===== src/design/psc_pkg.sv =====
// psc_pkg: shared widths and the control bundle for the palindromic substring counter
// used by psc_cell and palindromic_substring_counter; no dependencies
package psc_pkg;

  localparam int SYM_W = 8;   // one string byte
  localparam int EH_W  = 9;   // palindromes ending at a byte, as reported
  localparam int TOT_W = 32;  // running total, saturating

  // control broadcast to every cell in the row
  typedef struct packed {
    logic shift;  // a byte was taken: compare, then shift the row
    logic clr;    // end of string: forget history
  } cell_ctl_t;

endpackage


===== src/design/psc_cell.sv =====
// psc_cell: one slot of the history row; holds a byte, its valid bit and a hit bit
// depends on psc_pkg (cell_ctl_t, SYM_W)
module psc_cell (
  input  logic                      clk,
  input  logic                      rst_n,
  input  psc_pkg::cell_ctl_t        ctl,
  input  logic [psc_pkg::SYM_W-1:0] sym,      // new byte from the input
  input  logic [psc_pkg::SYM_W-1:0] rc_in,    // byte from the left neighbor
  input  logic                      vld_in,   // valid from the left neighbor
  input  logic                      ep_in,    // shorter palindrome ended at previous byte
  output logic [psc_pkg::SYM_W-1:0] rc_out,
  output logic                      vld_out,
  output logic                      hit_out
);
  import psc_pkg::*;

  logic [SYM_W-1:0] rc_r;
  logic             vld_r, vld_nxt;
  logic             hit_r, hit_nxt;
  logic             now_w;

  // palindrome of this cell's length ends at the new byte
  assign now_w = vld_r && ep_in && (sym == rc_r);

  always_comb begin
    vld_nxt = vld_r;
    hit_nxt = hit_r;
    if (ctl.clr) begin
      vld_nxt = 1'b0;
      hit_nxt = 1'b0;
    end else if (ctl.shift) begin
      vld_nxt = vld_in;
      hit_nxt = now_w;
    end
  end

  always_ff @(posedge clk) begin
    if (!rst_n) begin
      vld_r <= 1'b0;
      hit_r <= 1'b0;
    end else begin
      vld_r <= vld_nxt;
      hit_r <= hit_nxt;
    end
  end

  // byte itself needs no reset, the valid bit guards it
  always_ff @(posedge clk) begin
    if (ctl.shift) begin
      rc_r <= rc_in;
    end
  end

  assign rc_out  = rc_r;
  assign vld_out = vld_r;
  assign hit_out = hit_r;

endmodule


===== src/design/psc_popcnt.sv =====
// psc_popcnt: registered binary adder tree counting the set hit bits of the row
// no package dependencies; every level of the tree is registered, inputs held until the root settles
module psc_popcnt #(
  parameter int N = 255
) (
  input  logic                   clk,
  input  logic [N-1:0]           bits,
  output logic [$clog2(N+1)-1:0] count
);
  localparam int W = $clog2(N + 1);
  localparam int P = 2 ** $clog2(N);

  logic [W-1:0] leaf [P];

  for (genvar i = 0; i < P; i++) begin : g_leaf
    if (i < N) begin : g_used
      assign leaf[i] = W'(bits[i]);
    end else begin : g_pad
      assign leaf[i] = '0;
    end
  end

  if (P > 1) begin : g_tree
    logic [W-1:0] node_r [P-1];
    logic [W-1:0] a_w    [P-1];
    logic [W-1:0] b_w    [P-1];

    for (genvar i = 0; i < P - 1; i++) begin : g_node
      localparam int C0 = 2 * i + 1;
      if (C0 >= P - 1) begin : g_from_leaf
        assign a_w[i] = leaf[C0-(P-1)];
        assign b_w[i] = leaf[C0-(P-1)+1];
      end else begin : g_from_node
        assign a_w[i] = node_r[C0];
        assign b_w[i] = node_r[C0+1];
      end
      always_ff @(posedge clk) begin
        node_r[i] <= a_w[i] + b_w[i];
      end
    end
    assign count = node_r[0];
  end else begin : g_single
    assign count = leaf[0];
  end

endmodule


===== src/design/palindromic_substring_counter.sv =====
// palindromic_substring_counter: top level, row of compare cells plus count and total
// depends on psc_pkg, psc_cell, psc_popcnt
//
// usage
//   input channel  : in_valid / in_ready with in_symbol (one byte) and in_last
//                    (marks the final byte of a string); one request per byte
//   result channel : out_valid / out_ready, one result per input byte:
//                    out_ending_here   palindromes ending at this byte (low 9 bits)
//                    out_running_total palindromes so far in the string, saturating
//                    out_string_done   this byte closed the string
//                    out_too_long      string ran past MAX_LEN bytes
//   timing         : a byte is compared against the whole history row in the
//                    cycle it is taken; the hit bits then go through a registered
//                    adder tree of clog2(MAX_LEN-1) levels; out_valid rises when
//                    the count is loaded into the output register, and the next
//                    byte can be taken in that same cycle, not before
//   stall          : the result sits in an output register; the next byte is taken
//                    while it waits, but that byte's result holds in the tree
//                    until the register frees up
//   reset          : rst_n (synchronous, active low) empties the history, the
//                    position count and the total; the same happens after each
//                    byte marked last, once its result is loaded
module palindromic_substring_counter #(
  parameter int MAX_LEN = 256
) (
  input  logic                      clk,
  input  logic                      rst_n,
  input  logic                      in_valid,
  output logic                      in_ready,
  input  logic [psc_pkg::SYM_W-1:0] in_symbol,
  input  logic                      in_last,
  output logic                      out_valid,
  input  logic                      out_ready,
  output logic [psc_pkg::EH_W-1:0]  out_ending_here,
  output logic [psc_pkg::TOT_W-1:0] out_running_total,
  output logic                      out_string_done,
  output logic                      out_too_long
);
  import psc_pkg::*;

  // one cell per palindrome length 2..MAX_LEN; length 1 always counts
  localparam int NC   = MAX_LEN - 1;
  localparam int HW   = $clog2(NC + 1);      // hit count width
  localparam int CW   = $clog2(MAX_LEN + 1); // per-byte count width
  localparam int PW   = $clog2(MAX_LEN + 1); // position width
  localparam int LV   = $clog2(NC);          // adder tree levels
  localparam int WTW  = $clog2(LV + 2);      // wait counter width

  typedef enum logic [1:0] {
    ST_IDLE = 2'b01,
    ST_BUSY = 2'b10
  } state_t;

  state_t           state_r, state_nxt;
  logic [WTW-1:0]   wait_r, wait_nxt;
  logic [PW-1:0]    pos_r, pos_nxt;
  logic             ovf_r, ovf_nxt;
  logic             last_r, last_nxt;
  logic [TOT_W-1:0] total_r, total_nxt;

  logic             out_valid_r, out_valid_nxt;
  logic [EH_W-1:0]  out_eh_r;
  logic [TOT_W-1:0] out_tot_r;
  logic             out_done_r;
  logic             out_ovf_r;

  logic             accept;
  logic             fin;
  cell_ctl_t        ctl;

  // history row
  logic [SYM_W-1:0] rc_w  [NC];
  logic             vld_w [NC];
  logic [NC-1:0]    hit_w;

  logic [HW-1:0]    hits_cnt;
  logic [CW-1:0]    count_w;
  logic [TOT_W:0]   sum_w;

  assign in_ready = (state_r == ST_IDLE);
  assign accept   = in_valid && in_ready;
  // count has settled at the tree root and the output register can take it
  assign fin      = (state_r == ST_BUSY) && (wait_r == '0) && (!out_valid_r || out_ready);

  assign ctl.shift = accept;
  assign ctl.clr   = fin && last_r;

  // cell j compares the new byte with the byte j+1 places back; it needs the
  // palindrome two lengths shorter, which cell j-2 found on the previous byte
  for (genvar j = 0; j < NC; j++) begin : g_row
    logic [SYM_W-1:0] rc_in_w;
    logic             vld_in_w;
    logic             ep_w;

    if (j == 0) begin : g_head
      assign rc_in_w  = in_symbol;
      assign vld_in_w = 1'b1;
    end else begin : g_body
      assign rc_in_w  = rc_w[j-1];
      assign vld_in_w = vld_w[j-1];
    end

    // empty and single-byte palindromes always end at the previous byte
    if (j < 2) begin : g_ep_const
      assign ep_w = 1'b1;
    end else begin : g_ep_chain
      assign ep_w = hit_w[j-2];
    end

    psc_cell u_cell (
      .clk     (clk),
      .rst_n   (rst_n),
      .ctl     (ctl),
      .sym     (in_symbol),
      .rc_in   (rc_in_w),
      .vld_in  (vld_in_w),
      .ep_in   (ep_w),
      .rc_out  (rc_w[j]),
      .vld_out (vld_w[j]),
      .hit_out (hit_w[j])
    );
  end

  psc_popcnt #(
    .N (NC)
  ) u_popcnt (
    .clk   (clk),
    .bits  (hit_w),
    .count (hits_cnt)
  );

  // plus one for the single-byte palindrome
  assign count_w = CW'(hits_cnt) + CW'(1);
  assign sum_w   = {1'b0, total_r} + (TOT_W + 1)'(count_w);

  always_comb begin
    state_nxt     = state_r;
    wait_nxt      = wait_r;
    pos_nxt       = pos_r;
    ovf_nxt       = ovf_r;
    last_nxt      = last_r;
    total_nxt     = total_r;
    out_valid_nxt = out_valid_r;

    if (out_valid_r && out_ready) begin
      out_valid_nxt = 1'b0;
    end

    unique case (state_r)
      ST_IDLE: begin
        if (accept) begin
          state_nxt = ST_BUSY;
          wait_nxt  = WTW'(LV);
          last_nxt  = in_last;
          // position saturates; one byte past the limit marks the string long
          if (pos_r == PW'(MAX_LEN)) begin
            ovf_nxt = 1'b1;
          end else begin
            pos_nxt = pos_r + PW'(1);
          end
        end
      end
      ST_BUSY: begin
        if (wait_r != '0) begin
          wait_nxt = wait_r - WTW'(1);
        end else if (fin) begin
          state_nxt     = ST_IDLE;
          out_valid_nxt = 1'b1;
          if (last_r) begin
            pos_nxt   = '0;
            ovf_nxt   = 1'b0;
            total_nxt = '0;
          end else begin
            total_nxt = sum_w[TOT_W] ? '1 : sum_w[TOT_W-1:0];
          end
        end
      end
      default: begin
        state_nxt = ST_IDLE;
      end
    endcase
  end

  always_ff @(posedge clk) begin
    if (!rst_n) begin
      state_r     <= ST_IDLE;
      wait_r      <= '0;
      pos_r       <= '0;
      ovf_r       <= 1'b0;
      last_r      <= 1'b0;
      total_r     <= '0;
      out_valid_r <= 1'b0;
    end else begin
      state_r     <= state_nxt;
      wait_r      <= wait_nxt;
      pos_r       <= pos_nxt;
      ovf_r       <= ovf_nxt;
      last_r      <= last_nxt;
      total_r     <= total_nxt;
      out_valid_r <= out_valid_nxt;
    end
  end

  // result payload, loaded when the count is handed over
  always_ff @(posedge clk) begin
    if (fin) begin
      out_eh_r   <= EH_W'(count_w);
      out_tot_r  <= sum_w[TOT_W] ? '1 : sum_w[TOT_W-1:0];
      out_done_r <= last_r;
      out_ovf_r  <= ovf_r;
    end
  end

  assign out_valid         = out_valid_r;
  assign out_ending_here   = out_eh_r;
  assign out_running_total = out_tot_r;
  assign out_string_done   = out_done_r;
  assign out_too_long      = out_ovf_r;

  // taking a byte always starts the count
  a_accept_busy : assert property (@(posedge clk) disable iff (!rst_n)
    accept |=> state_r == ST_BUSY)
    else $error("byte taken without entering busy");

  // end of string empties position and total
  a_clear_on_last : assert property (@(posedge clk) disable iff (!rst_n)
    fin && last_r |=> pos_r == '0 && total_r == '0 && !ovf_r)
    else $error("string state not cleared after last byte");

  // total never falls inside a string
  a_total_mono : assert property (@(posedge clk) disable iff (!rst_n)
    fin && !last_r |=> total_r >= $past(total_r))
    else $error("running total decreased");

  // an empty string has no valid history
  a_empty_history : assert property (@(posedge clk) disable iff (!rst_n)
    pos_r == '0 |-> !vld_w[0])
    else $error("history valid at start of string");

  // a result is only loaded while the output register is free or draining
  a_no_overwrite : assert property (@(posedge clk) disable iff (!rst_n)
    out_valid_r && !out_ready |-> !fin)
    else $error("result overwritten while stalled");

endmodule

===== config.mk =====
export PLATFORM = sky130hd
export DESIGN_NAME = palindromic_substring_counter
export DESIGN_NICKNAME = d
export VERILOG_FILES = /design/src/design/psc_pkg.sv /design/src/design/psc_cell.sv /design/src/design/psc_popcnt.sv /design/src/design/palindromic_substring_counter.sv
export SDC_FILE = /design/constraint.sdc
export NUM_CORES = 2
export LEC_CHECK = 0
export BUFFER_PORTS_ARGS = -buffer_cell sky130_fd_sc_hd__buf_2
export CORE_UTILIZATION = 40
export DETAILED_ROUTE_END_ITERATION = 6
export PLACE_DENSITY = 0.52
export REMOVE_ABC_BUFFERS = 1
export SYNTH_ARGS = -nofsm -noshare
export SYNTH_HDL_FRONTEND = slang
export SYNTH_SLANG_ARGS = --single-unit

===== constraint.sdc =====
create_clock -name clk -period 98.7 [get_ports clk]
set_input_delay 29.61 -clock clk [delete_from_list [all_inputs] [get_ports clk]]
set_output_delay 29.61 -clock clk [all_outputs]
set_load 0.03 [all_outputs]

=== Word-level counts from Yosys, hierarchy flattened ===
Memory sizes are Yosys's and may differ from the RTL's.
Index checks and enable logic that the tools add are counted.
Widths: inputs -> output; s select.

* Memories kept: 1
* Word-level logic and storage cells: 1852
* Memory bits (writable): 2040
* Register bits after elaboration: 2643
* Output and inout bits: 45

* Add/subtract/negate cells: 258
* Equality and inequality tests: 265
* Reductions and logical operators: 525
* Multiplexer cells: 25
* Bitwise operators: 2

{| class="wikitable"
|+ Memory list
! name !! depth !! width !! read ports !! clocked after Yosys merged registers in !! write ports !! line !! RTL
|-
| u_popcnt.g_tree.node_r || 255 || 8 || 255 || 0 || 255 || psc_popcnt.sv:24 || <nowiki>logic [W-1:0] node_r [P-1];</nowiki>
|}

{| class="wikitable"
|+ Operators with widths
! kind !! number
|-
| $eq 8x8->1 || 255
|-
| $add 8x8->8 || 127
|-
| $logic_and 1x1->1 || 513
|-
| $add 1x1->2 || 127
|-
| $mux 32 || 2
|-
| $mux 9 || 5
|-
| $add 32x9->33 || 1
|-
| $pmux 9 s2 || 1
|-
| $reduce_and 6->1 || 2
|-
| $add 8x1->9 const B || 1
|-
| $add 9x1->9 const B || 1
|-
| $eq 9x9->1 const B || 1
|-
| $mux 1 || 9
|-
| $reduce_and 3->1 || 3
|-
| $mux 4 || 2
|-
| $ne 2x2->1 const B || 4
|-
| $pmux 4 s2 || 1
|-
| $mux 2 || 3
|-
| $ne 2x1->1 const B || 3
|-
| $logic_not 4->1 || 1
|-
| $pmux 2 s2 || 1
|-
| $reduce_bool 4->1 || 1
|-
| $sub 4x1->4 const B || 1
|-
| $eq 2x1->1 const B || 1
|-
| other kinds (8) || 9
|}

=== Logic depth before layout (Yosys ltp) ===
* Depth in word-level cells: 6
* Gate-level depth with buffers: 12

=== By module ===
A second synthesis with hierarchy kept.

* Cells, all modules: 9628
* Area, all modules: 138945.8 sq um

{| class="wikitable"
|+ Modules (own cells, without submodules)
! module !! times used !! area each (sq um) !! seq. area each (sq um) !! cells each
|-
| psc_cell || 255 || 416.6 || 280.3 || 27
|-
| psc_popcnt || 1 || 27899.3 || 15114.5 || 2250
|-
| palindromic_substring_counter || 1 || 4800.9 || 2292.2 || 493
|}

=== Least setup slack after synthesis ===
No wires, ideal clock.

* Kind: input to register
* From: input in_valid
* To: register g_row[0].u_cell.rc_r[0] (enable)
* Path slack: 43645 ps
* Library setup time: 1540 ps
* Stages: 5
* Path buffers: 3
* Arrival: 53516 ps
* Cell sequence: nand2_1 > inv_2 > buf_2 > buf_2 > buf_2

* Word-level cells in the longest chain between the ends: 1

{| class="wikitable"
|+ RTL lines
! element !! line !! RTL
|-
| from (decl) || palindromic_substring_counter.sv:28 || <nowiki>input logic in_valid,</nowiki>
|-
| $logic_and 1x1->1 || palindromic_substring_counter.sv:81 || <nowiki>assign accept = in_valid && in_ready;</nowiki>
|-
| via accept || palindromic_substring_counter.sv:67 || <nowiki>logic accept;</nowiki>
|-
| to (signal assigned) || psc_cell.sv:50 || <nowiki>rc_r <= rc_in;</nowiki>
|-
| to (decl) || psc_cell.sv:17 || <nowiki>logic [SYM_W-1:0] rc_r;</nowiki>
|}

The timed path passes the listed nets, and every way through them passes these cells.
A chain may end at the register's enable or synchronous reset.

=== Worst setup path after layout ===
* From: input in_valid
* To: register g_row[228].u_cell.hit_r

* Word-level cells in the longest chain between the ends: 1

{| class="wikitable"
|+ RTL lines
! element !! line !! RTL
|-
| $logic_and 1x1->1 || palindromic_substring_counter.sv:81 ||
|-
| to (signal assigned) || psc_cell.sv:43 || <nowiki>hit_r <= hit_nxt;</nowiki>
|-
| to (decl) || psc_cell.sv:19 || <nowiki>logic hit_r, hit_nxt;</nowiki>
|}

No other way between the ends.

==> impl_metrics.csv <==
group,metric,value,unit
placed_design,routabilityCongestion,0.754,
cells_and_area,multi_input_area,42100,sq um
global_route,grtUsageTotal,16.0,%
cells_and_area,fin_area,151000,sq um
route,drc,0,
route,first_iter_violations,4502,
sta,fin_hold_ws,0.355,ns
sta,hold_viol,0,
yosys,synth_cells,9738,
placed_design,post-place-cells,13900,
worst_setup_path,endpoint_kind,"flop",
floorplanning,die_h,581,um
yosys,yosys_warnings,0,
route,postRouteAntennaNets,0,
outcome,run_status,"complete, no violations",
cells_and_area,post_route_cells_drive_above_1_share,7.30,%
route,drt_wl_total,272,mm
clock_tree,cts_inserted_buffers,370,
worst_setup_path,crit_top_cell,"buf_4",
placed_design,pre_cts_slack,61.36,ns
worst_setup_path,cp_cell_sequence,"buf_2 -> nand2_4 -> inv_8 -> buf_4 -> buf_4 -> buf_4 -> buf_12 -> buf_4 -> buf_4 -> buf_4 -> nand4_1 -> nor3_1 -> a21oi_1 -> nor2_1",
global_route,grt_max_degree,166,
placed_design,dp_hpwl,165,mm
worst_setup_path,path_depth,14,
power,p_per_area,20.1,nW/um^2
clock_tree,clock-sinks,3398,
power,peakVddDrop,0.0147,mV
worst_setup_path,cp_num_buf_inv,9,
worst_setup_path,cp.arrival,37.21,ns
hold_path,holdPathStages,0,
sta,finalMaxSlewViolations,0,
hold_path,hold_path_startpoint,"g_row[254].u_cell.hit_out",
cells_and_area,area_growth,12.6,%
cells_and_area,num-fill-cells,29500,
sta,tightest_slew,1.23,ns
cells_and_area,finalNonFillerCells,14600,
global_route,grt_first_pass_wirelength,433,mm
sta,skew,0.0486,ns
job,cap_violations,0,
cells_and_area,regArea,88900,sq um
yosys,synthArstFlopShare,0,%
worst_setup_path,ff2ff_setup_slack,90.36,ns
clock_tree,htreeDepth,5,
cells_and_area,nets,10400,
yosys,ys_ff_latch,3398,
floorplanning,initial_core_util,40.2,%
worst_setup_path,required,99.53,ns
sta,tns,0,ns
worst_setup_path,crit_type,"input pin to flop",
worst_setup_path,startpoint,"in_valid",
route,firstDrtPassIters,6,
clock_tree,root_buffer,"clkbuf_16",
floorplanning,rows,212,
worst_setup_path,worst_path_max_delay_cell,"buf_4",
sta,min_period_over_period,36.9,%
route,num_vias,71700,
yosys,synth_area_per_cell,13.8,sq um
hold_path,hold_end,"u_popcnt.g_tree.node_r[1][1008]",
yosys,yosysSeqAreaShare,66.3,%
worst_setup_path,r2r-end,"g_row[228].u_cell.hit_out",
route,via_per_inst,4.93,
sta,clock.fmax,0.0275,GHz
clock_tree,post_cts_buffers,0,
clock_tree,cts_resized,0,
worst_setup_path,r2r_start,"state_r[0]",
global_route,antenna_found_initial,2,
clock_tree,clock_latency,0.92,ns
placed_design,portBuffers,57,
sta,period_needed,36.38,ns
worst_setup_path,cpPeakStageDelay,0.82,ns
sta,finalSetupViolCount,0,
yosys,synth_ff_type,"edfxtp_1",
hold_path,hold_class,"flop to flop",
placed_design,dpl_cell_area,139000,sq um
clock_tree,cts_buffer_depth,4,
clock_tree,cts_hold_buf,0,
worst_setup_path,crit_family,"buffers and inverters",
global_route,grt_overflow,0,
floorplanning,coreArea,333000,sq um
yosys,synth-edff-count,2083,
worst_setup_path,crit_path_start_kind,"input pin",
sta,maxSlewHeadroom,17.5,%
worst_setup_path,r2r_cells,14,
global_route,grt_pass1_vias,74500,
power,leakage,48.6,nW
floorplanning,top_level_ports,58,
sta,setup_slack,62.32,ns
clock_tree,cts_tree,"done",
sta,rsz0062_at_grt,"no",
worst_setup_path,worstPathMaxFanout,141,
clock_tree,clk_pin_slew_worst_paths,0.06,ns
yosys,synth_area,134000,sq um
yosys,synth_cell_types,72,
route,wire_per_inst,18.7,um
floorplanning,fp.dieW,581,um
floorplanning,die_area,338000,sq um
==> layer usage <==
metal,vias up,share of wire [%],track usage (%),wire [um]
li1,34400,-,-,-
met1,35800,49,23.1,133000
met2,1164,45,25.2,124000
met3,390,3.8,2.41,10400
met4,0,2.0,3.69,5530
met5,-,0,0,0
==> state kept, by name (all words and copies together) (netlist names), 2 cells and up <==
name,cells
out_ending_here,9
g_row.u_cell.hit_out,255
g_row.u_cell.vld_out,255
out_running_total,32
wait_r,4
g_row.u_cell.rc_out,2040
u_popcnt.g_tree.node_r,755
state_r,2
total_r,32
pos_r,9
==> layout make-up <==
class	instances	area share (%)
clock inverter	128	0.743
timing repair buffer	155	0.763
multi-input combinational	5622	27.9
inverter	292	0.731
tap	4387	3.64
clock buffer	568	7.35
sequential	3398	58.9
antenna	1	0.00166
==> layout by cell type, fill, tap and decap left out, types with 26 or more instances in the layout <==
master     instances
clkbuf_8          69
xor2_1            31
nand2_1          566
fa_1             127
xnor2_1         2166
nand4_1          445
nor4_1            78
clkbuf_1         106
nor2b_1           29
buf_2             49
nand3_1          343
inv_1            290
a21o_1           120
clkinv_2          58
edfxtp_1        2083
buf_4             94
nand2b_1          29
dfxtp_1         1315
a21oi_1          585
nor2_1           288
ha_1             451
nor3_1           188
clkbuf_16        388
clkinv_1          26
o21ai_0           38
==> how the worst max path moves through the flow <==
| stage | end |
|---|---|
| floorplan | g_row[100].u_cell.hit_out |
| global placement | g_row[220].u_cell.hit_out |
| detailed placement | g_row[228].u_cell.hit_out |
| CTS | g_row[219].u_cell.hit_out |
| global route | g_row[228].u_cell.hit_out |
| finish | g_row[228].u_cell.hit_out |
==> cell usage after synthesis (3+ instances only) <==
| cell type | count | area, sq um |
|---|---|---|
| o211ai_1 | 8 | 60.1 |
| and4_1 | 6 | 52.6 |
| buf_1 | 32 | 120 |
| edfxtp_1 | 2083 | 62500 |
| o21bai_1 | 13 | 97.6 |
| nand3_1 | 343 | 1720 |
| nand2_1 | 568 | 2130 |
| nor2_1 | 288 | 1080 |
| a311oi_1 | 6 | 52.6 |
| a21o_1 | 120 | 901 |
| nor3_1 | 188 | 941 |
| nand4_1 | 445 | 2780 |
| a31oi_1 | 5 | 31.3 |
| a41oi_1 | 3 | 26.3 |
| a22o_1 | 12 | 105 |
| buf_2 | 264 | 1320 |
| o2111ai_1 | 6 | 52.6 |
| mux2i_1 | 4 | 40.0 |
| nor4_1 | 78 | 488 |
| inv_1 | 290 | 1090 |
| o21ai_0 | 38 | 190 |
| fa_1 | 127 | 2540 |
| ha_1 | 451 | 5640 |
| a21boi_0 | 4 | 30.0 |
| nor2b_1 | 29 | 181 |
| and2_1 | 4 | 25.0 |
| xnor2_1 | 2166 | 19000 |
| buf_4 | 14 | 105 |
| and3_1 | 15 | 93.8 |
| a21oi_1 | 585 | 2930 |
| a211oi_1 | 6 | 45.0 |
| nand2b_1 | 29 | 181 |
| o21ai_1 | 4 | 20.0 |
| clkbuf_1 | 114 | 428 |
| dfxtp_1 | 1315 | 26300 |
| xor2_1 | 31 | 272 |
==> metrics by stage <==
| stage | util (%) | total power, mW |
|---|---|---|
| 2_1_floorplan | - | 1.64 |
| 3_3_place_gp | 41.6 | 1.70 |
| 3_5_place_dp | 41.6 | 1.70 |
| 4_1_cts | 45.3 | 3.09 |
| 5_1_grt | 45.3 | 3.15 |
| 6_report | 45.3 | 3.04 |
==> logic make-up after synthesis <==
| logic type | Yosys count | synth area share (%) |
|---|---|---|
| compound gates | 830 | 3.55 |
| xor+xnor | 2197 | 14.4 |
| fa+ha+maj | 578 | 6.11 |
| buf+inv | 718 | 2.31 |
| flops | 3398 | 66.3 |
| mux | 7 | 0.0551 |
| simple gates | 2010 | 7.35 |
==> power by group <==
part           internal (mW)  switching [mW]  leakage [nW]
Sequential              1.53         0.00946          25.3
Clock                  0.806           0.564          6.02
Combinational         0.0404          0.0940          17.3
Total                   2.37           0.668          48.6
(Power assumes the default switching activity.)
